[config.mk]
export PLATFORM = sky130hd
export DESIGN_NAME = sht_lookup
export DESIGN_NICKNAME = d
export VERILOG_FILES = /design/src/hw/rtl/sht_pkg.sv /design/src/hw/rtl/sht_lookup.sv
export SDC_FILE = /design/constraint.sdc
export NUM_CORES = 1
export LEC_CHECK = 0
export BUFFER_PORTS_ARGS = -buffer_cell sky130_fd_sc_hd__buf_2
export CAP_MARGIN = 10
export CORE_AREA = 2 2 112 114
export DETAILED_ROUTE_END_ITERATION = 16
export DIE_AREA = 0 0 114 116
export PLACE_DENSITY = 0.84
export SYNTH_ARGS = -nofsm -noshare
export SYNTH_HDL_FRONTEND = slang
export SYNTH_SLANG_ARGS = --single-unit
[constraint.sdc]
create_clock -name vclk -period 8.6
set_input_delay 0.43 -clock vclk [all_inputs]
set_output_delay 0.43 -clock vclk [all_outputs]
set_load 0.05 [all_outputs]
[src/hw/rtl/sht_pkg.sv]
// Package with the shared types, constants and score helpers of the search hash table engine.
package sht_pkg;

    localparam int BOUND_ENTRIES = 4096;
    localparam int REPEAT_ENTRIES = 1024;
    localparam int BND_AW = $clog2(BOUND_ENTRIES);
    localparam int REP_AW = $clog2(REPEAT_ENTRIES);
    localparam int CNT_W = (BND_AW > REP_AW) ? BND_AW : REP_AW;

    localparam logic [CNT_W-1:0] BND_LAST = CNT_W'(BOUND_ENTRIES - 1);
    localparam logic [CNT_W-1:0] REP_LAST = CNT_W'(REPEAT_ENTRIES - 1);
    localparam logic [CNT_W-1:0] ALL_LAST = (BND_LAST > REP_LAST) ? BND_LAST : REP_LAST;

    localparam logic [14:0] MATE_RESET = 15'd31000;
    localparam logic [7:0] COUNT_MAX = 8'd255;
    localparam logic [7:0] DRAW_COUNT = 8'd3;
    localparam logic [7:0] REPEAT_LIMIT = 8'd1;

    typedef enum logic [2:0] {
        ACT_DRAW      = 3'd0,
        ACT_PUSH      = 3'd1,
        ACT_POP       = 3'd2,
        ACT_REP_CLEAR = 3'd3,
        ACT_LOOKUP    = 3'd4,
        ACT_RECORD    = 3'd5,
        ACT_MOVE      = 3'd6,
        ACT_BND_CLEAR = 3'd7
    } action_t;

    localparam logic [1:0] KIND_EXACT = 2'd0;
    localparam logic [1:0] KIND_UPPER = 2'd1;
    localparam logic [1:0] KIND_LOWER = 2'd2;

    typedef enum logic [1:0] {
        ST_IDLE  = 2'd0,
        ST_EXEC  = 2'd1,
        ST_CLEAR = 2'd2
    } state_t;

    typedef struct packed {
        action_t            act;
        logic [63:0]        key;
        logic [7:0]         depth;
        logic signed [15:0] alpha;
        logic signed [15:0] beta;
        logic [7:0]         ply;
        logic [1:0]         kind;
        logic signed [15:0] score;
        logic [15:0]        move;
    } op_t;

    typedef struct packed {
        logic [63:0] key;
        logic [7:0]  count;
    } rep_entry_t;

    typedef struct packed {
        logic [63:0]        key;
        logic [7:0]         depth;
        logic [1:0]         kind;
        logic signed [15:0] score;
        logic [15:0]        move;
    } bnd_entry_t;

    typedef struct packed {
        logic               valid;
        logic signed [15:0] score;
    } lookup_res_t;

    function automatic logic signed [15:0] sat16(input logic signed [17:0] v);
        logic signed [15:0] r;
        if (v > 18'sd32767) begin
            r = 16'sh7fff;
        end else if (v < -18'sd32768) begin
            r = 16'sh8000;
        end else begin
            r = v[15:0];
        end
        return r;
    endfunction

endpackage

[src/hw/rtl/sht_lookup.sv]
// Score evaluation of a bound table lookup, with mate distance adjustment toward the node.
module sht_lookup (
    input  logic [14:0]          mate_thr,
    input  sht_pkg::op_t         op,
    input  sht_pkg::bnd_entry_t  entry,
    input  logic                 rep_block,
    output sht_pkg::lookup_res_t res
);
    import sht_pkg::*;

    logic signed [17:0] thr;
    logic signed [17:0] ply_s;
    logic signed [17:0] e0;
    logic signed [17:0] e1;
    logic signed [17:0] e2;
    logic signed [15:0] e;
    logic               usable;

    always_comb begin
        thr = signed'({3'b000, mate_thr});
        ply_s = signed'({10'd0, op.ply});
        e0 = 18'(entry.score);
        e1 = (e0 >= thr) ? (e0 - ply_s) : e0;
        e2 = (e1 <= -thr) ? (e1 + ply_s) : e1;
        e = sat16(e2);
        usable = !rep_block && (entry.key == op.key) && (entry.depth >= op.depth);
        res = '0;
        if (usable) begin
            if (entry.kind == KIND_EXACT) begin
                res.valid = 1'b1;
                res.score = e;
            end else if ((entry.kind == KIND_UPPER) && (e <= op.alpha)) begin
                res.valid = 1'b1;
                res.score = op.alpha;
            end else if ((entry.kind == KIND_LOWER) && (e >= op.beta)) begin
                res.valid = 1'b1;
                res.score = op.beta;
            end
        end
    end

endmodule

Word level (Yosys, flattened, before mapping):

Index checks and enable logic that the tools add are counted.

* add/subtract/negate cells: 3
* magnitude comparators: 7
* equal/unequal tests: 3
* multiplexer cells: 8
* reductions and logical operators: 6

Operators with widths (count)
* 17-bit two-way mux: 4
* 64-bit equality test: 1
* 18-bit two-way mux: 2
* 16-bit >= comparator: 2
* 16-bit two-way mux: 2
* 18-bit by 9-bit adder with 18-bit output: 1
* 18-bit by 16-bit > comparator with 1-bit output (second input constant): 1
* 18-bit <= comparator: 1
* 18-bit by 16-bit less-than comparator with 1-bit output (second input constant): 1
* 15-bit negator with 18-bit output: 1
* 16-bit by 9-bit subtractor with 17-bit output: 1
* 16-bit <= comparator: 1
* 8-bit >= comparator: 1
* 1-bit logical AND: 4
* 2-bit by 1-bit equality test with 1-bit output (second input constant): 1
* 2-bit equality test (second input constant): 1
* 2-bit logical NOT: 1
* 1-bit logical NOT: 1

* flip-flop bits (word level): 0
* input bits: 271
* output and inout port bits: 17
* word-level logic and storage cells: 27

Longest topological paths before layout:

Gate-level depths: netlist of the first run.

* depth in word-level cells: 13
* gate-level depth with buffers: 35
* mapped depth without buffers: 32

Worst setup path after synthesis of the first run:

Ideal clock, no wire load.

* path type: input to output
* start point: input op[35] (netlist bit)
* end point: output res[15] (netlist bit)
* data arrival time: 7652 ps
* required time: 8170 ps
* slack: 518 ps
* stages on the path: 34
* path buffers: 3
* path through: inv_1 ha_1 nor2b_1 o31a_1 o21a_1 o21ai_0 nand2_1 nor4_1 xor2_1 ha_1 and2_1 a221o_1 a221oi_1 o211ai_1 nand2_1 o211ai_1 nand2b_1 buf_6 o41ai_4 a22oi_1 buf_4 nand2_1 ha_1 a21o_1 a21oi_1 o21ai_0 a21oi_1 nor2b_1 o21ai_0 a21oi_1 nor2_1 clkbuf_1 a221oi_1 nor3b_1

RTL lines
* start, declared: RTL line sht_lookup.sv:4 `input sht_pkg::op_t op,`
* end, declared: RTL line sht_lookup.sv:7 `output sht_pkg::lookup_res_t res`

==> impl_results.md, run 1 <==
* Synthesized instance count at around 640
* Register area at 0 um2
* Layout fillers at between 1k and 1.5k
* Die X at between 100 and 150 um
* Worst setup EP type: primary output
* Final Wtd Congestion at roughly 0.94
* Largest area contributor in the netlist: ha_1
* Synth area leaders: ha_1 24%, inv_1 7.8%, xnor2_1 7.6%
* Fmax at approximately 0.13 GHz
* Final Cell Area at about 6000 um2
* Post-synthesis cell area at approximately 4600 um2
* Syn_area_per_cell at 7.21 um2
* CP max stage delay at 0.46 ns
* Seq cells at 0
* Average wire per standard cell at about 16 um
* Most common cell in the netlist: inv_1
* Final wirelength at ~16000 um
* Sw Share at 0.533
* Final Hold Viols at 0
* Buffers added on ports at 235
* Crit path kind: in2out
* Yosys warnings at 0
* Dpl hpwl at about 15000 um
* Startpoint types: input pin
* Post-Place Cell Area at around 6000 um2
* First drt pass iteration count at 5
* Post-synth top area share at 0.243
* Finished Core Util at 0.507
* Crit Path Max Fanout at 16
* Sequential share of power at 0
* DRC viols at 0
* Vias in the first global route at 5446
* Num rows at 40
* Unrepaired setup endpoints after global routing: no
* Number of setup violations in the final report at 0
* Max-cap violations at 0
* PD cells at 64.3 nW/um2
* Die height at between 100 and 150 um
* Synthesized Nets at 1006
* Area grow syn2layout at 30.4%
* Initial Util at 0.389
* WHS at roughly 1.4 ns
* VDD IR max at roughly 0.000029 V
* DIE AREA at about 13000 um2
* Total power at roughly 0.4 mW
* Pin count of the biggest net entering global routing at 19
* Layout clock buffers at 0
* Worst-Margin Slew at approximately 1.0 ns
* Switching pwr at 0.207 mW
* Total Routing Usage GR at 0.238
* Leak at 3.24 nW
* Post-layout nets at 1241
* Worst EP required at approximately 8.2 ns
* Worst Hold Class: in2out
* Gate power share at 1.000
* Synth cell count leaders: 96 x inv_1, 90 x ha_1, 46 x nand2_1
* Status: finished, final reports clean
* Fin crit period at 7.98 ns
* Total gr overflow at 0
* First DRT Iteration DRCs at approximately 340
* Placeable Area at 11900 um2
* Max-slew violations at 0
* Via density at approximately 5.4
* Worst EP arrival at between 7 and 8 ns
* Period utilization at 0.928
* Antenna viol nets, final at 0
* I/O pins at roughly 290
* Setup TNS at 0 ns
* Power share of the clock group at 0
* Max-Slew Margin vs Limit at 0.298
* Initial antenna violation count at 1
* Global-route wire length before repair at 25800 um
* Slowest CP cell: or3_4
* Seq/Total Area, Yosys at 0
* Routed vias at 5538
* Share of cells above drive strength 1 at 0.317
* Cell variety after synth at 63
* Internal at 0.181 mW
==> metal layers <==
layer | global-route usage | up-vias | wire (um)
li1 | - | 2828 | -
met1 | 0.335 | 2488 | 7760
met2 | 0.381 | 202 | 6730
met3 | 0.0560 | 18 | 1450
met4 | 0.0268 | 2 | 180
met5 | 0 | - | 17
==> worst paths after layout <==
check                   start  endpoint  slack, ns  cells past startpoint
setup / recovery  mate_thr[1]   res[15]       0.62                     35
hold / removal      entry[33]   res[16]       1.39                      5
==> final cells by class <==
class,instances,area [um2],area share
antenna,3,7.51,0.00124
inverter,96,360,0.0596
multi-input combinational,535,4230,0.700
tap,147,184,0.0304
timing repair buffer,245,1260,0.208
==> worst max-delay path, delay by kind of cell <==
kind            cells  cell delay (ns)
compound gates     17             3.45
simple gates        7             1.50
buf+inv             7             1.14
xor+xnor            1             0.23
fa+ha+maj           3             0.80
==> timing repair <==
item                                    4_1_cts  5_1_grt
setup buffers                                 0        3
hold buffers                                  0        0
endpoints found under the setup margin        0       17
gates resized for setup                       0        7
==> cells in the final DEF, fill, tap and decap left out, drive strengths merged, types with 4 or more instances in the layout <==
cell type	count
a211oi	18
a21o	14
a21oi	31
a221oi	22
and3	4
buf	242
ha	90
inv	96
mux2	6
nand2	46
nand2b	9
nand3	11
nand4	23
nor2	33
nor2b	9
nor3	21
nor4	13
o211ai	6
o21a	18
o21ai	23
o22ai	7
o31a	4
o31ai	5
or2	4
or3	5
xnor2	41
xor2	32
==> power groups by stage <==
stage	Sequential [mW]	Combinational (mW)	Clock, mW
2_1_floorplan	0	0.257	0
3_3_place_gp	0	0.373	0
3_5_place_dp	0	0.382	0
4_1_cts	0	0.384	0
5_1_grt	0	0.446	0
6_report	0	0.389	0.0000000467
==> cell families (layout without fill, tap and decap cells) <==
kind of cell             Yosys count  after routing  share of synthesized area
AND/OR/NAND/NOR                  187            187                      0.210
other                              0              3                          0
adder cells (fa/ha/maj)           92             92                      0.252
XOR/XNOR                          73             73                      0.142
AO/OA/AOI/OAI                    176            176                      0.287
buffers and inverters            108            341                     0.0926
multiplexers                       7              7                     0.0167
==> per-stage QoR <==
step	setup WS (ns)	std cells
final	0.618	1026
after global routing	0.0766	1023
after CTS	0.362	1020
after detailed placement	0.365	1020
after global placement	0.519	1020
after floorplan	0.518	643
Note: power is estimated with default switching activity, not from simulation.
==> inputs of run 2 (changes only) <==
Settings changed: RECOVER_POWER set to 100.
==> run 2 against run 1 <==
Largest power group unchanged. Core utilization hardly changed. Cell count stayed put. Combinational power hardly changed. Maximum frequency is 0.24% higher. Non-clock buffer count stayed put. Largest cell class unchanged. Design area hardly changed. First-iteration DRC count is 2.7% higher. Die area stayed put.
==> impl_results.md, run 2 (synthesis results as in run 1) <==
* Final wirelength at 16100 um (about the same)
* Status: finished, final reports clean
* Vias in the first global route at 5446 (unchanged)
* I/O pins at 288 (unchanged)
* Startpoint types: input pin
* Worst-Margin Slew at 1.05 ns (-0.00229 ns)
* Pre-CTS WS at 0.365 ns (unchanged)
* WHS at 1.39 ns (-0.00232 ns)
* Pin count of the biggest net entering global routing at 19 (unchanged)
* Most used cell along the critical path: o21a_1
* Worst EP arrival at 7.53 ns (-0.02 ns)
* Layout clock buffers at 0 (unchanged)
* Routed vias at 5550 (+0.22%)
* Number of setup violations in the final report at 0 (unchanged)
* Num rows at 40 (unchanged)
* Max-Slew Margin vs Limit at 0.299 (+0.00154)
* Worst Hold Class: in2out
* Die height at 116 um (unchanged)
* Final Hold Viols at 0 (unchanged)
* Placeable Area at 11900 um2 (unchanged)
* Antenna viol nets, final at 0 (unchanged)
* Fmax at 0.126 GHz (+0.24%)
* Period utilization at 0.926 (-0.00222)
* Total gr overflow at 0 (unchanged)
* DIE AREA at 13200 um2 (unchanged)
* PD cells at 64.4 nW/um2 (+0.18%)
* Area grow syn2layout at 30.3% (about the same)
* Layout fillers at 1220 (unchanged)
* Register area at 0 um2 (unchanged)
* Buffers added on ports at 235 (unchanged)
* Initial antenna violation count at 1 (unchanged)
* Slowest CP cell: or3_4
* Max-cap violations at 0 (unchanged)
* Worst EP required at 8.17 ns (about the same)
* Commonest non-fill, non-tap cell in the layout: buf_2
* Worst setup EP type: primary output
* First DRT Iteration DRCs at 345 (+2.7%)
* Post-CTS Hold Fix Bufs at 0 (unchanged)
* Crit Path Max Fanout at 17 (+1)
* Worst Slack Setup Final at 0.637 ns (+0.0191 ns)
* DRC viols at 0 (unchanged)
* Unrepaired setup endpoints after global routing: no
* Share of cells above drive strength 1 at 0.317 (unchanged)
* Crit path kind: in2out
* Average wire per standard cell at 15.7 um (about the same)
* Seq cells at 0 (unchanged)
* Total Routing Usage GR at 0.238 (unchanged)
* Multi-input gate area at 4230 um2 (unchanged)
* Fin crit period at 7.96 ns (-0.0191 ns)
* Most frequent cells in the layout: 221 x buf_2, 96 x inv_1, 90 x ha_1
* Final Wtd Congestion at 0.936 (unchanged)
* Leak at 3.23 nW (-0.34%)
* Global-route wire length before repair at 25800 um (unchanged)
* Max-slew violations at 0 (unchanged)
* Setup TNS at 0 ns (unchanged)
* Post-layout nets at 1241 (unchanged)
* Total power at 0.389 mW (+0.10%)
* Via density at 5.41 (+0.22%)
* Die X at 114 um (unchanged)
* Dpl hpwl at 14700 um (unchanged)
* CP max stage delay at 0.46 ns (about the same)
* First drt pass iteration count at 6 (+1)
* Initial Util at 0.389 (unchanged)
* VDD IR max at 0.0000286 V (about the same)
run 2: cell types whose count changed in the layout (fill, tap and decap cells not counted):
cell / before / now
clkbuf_4: 3 / 1
buf_2: 232 / 221
clkbuf_2: 0 / 13
run 2: worst paths after layout:
kind / start / end / slack, ns / cells past startpoint
max: mate_thr[1] / res[11] / 0.64 / 36
min: entry[33] / res[16] / 1.39 / 5
run 2: cell type report:
type	instances	area share
antenna	3	0.00124
inverter	96	0.0597
multi-input combinational	535	0.701
tap	147	0.0305
timing repair buffer	245	0.208
run 2: report_power, final:
part / switching, mW / internal, mW
logic: 0.208 / 0.181
clock network: 0 / 0.0000000468
registers: 0 / 0
run 2: routing by layer:
| metal | share of wire | vias to the layer above | routed length (um) | GRT usage |
|---|---|---|---|---|
| met3 | 0.085 | 18 | 1360 | 0.0560 |
| met2 | 0.42 | 198 | 6720 | 0.381 |
| li1 | - | 2828 | - | - |
| met5 | 0.0011 | - | 17 | 0 |
| met1 | 0.49 | 2504 | 7850 | 0.335 |
| met4 | 0.012 | 2 | 187 | 0.0268 |
run 2: per-stage QoR:
step	instances	cell area, um2	util
detailed placement	1020	5980	0.502
global route	1023	6030	0.506
floorplan	643	4630	-
CTS	1020	5980	0.502
finish	1026	6040	0.507
global placement	1020	5980	0.502
run 2: what timing repair did:
action	CTS	global route
endpoints found under the setup margin	0	17
resized for setup	0	7
buffers inserted	0	3
endpoints found under the hold margin	0	0
run 2: worst max-delay path, delay by kind of cell:
family                   cells  cell delay, ns
buffers and inverters        7            1.08
AO/OA/AOI/OAI               17            3.64
XOR/XNOR                     1            0.23
AND/OR/NAND/NOR              8            1.38
adder cells (fa/ha/maj)      3            0.79
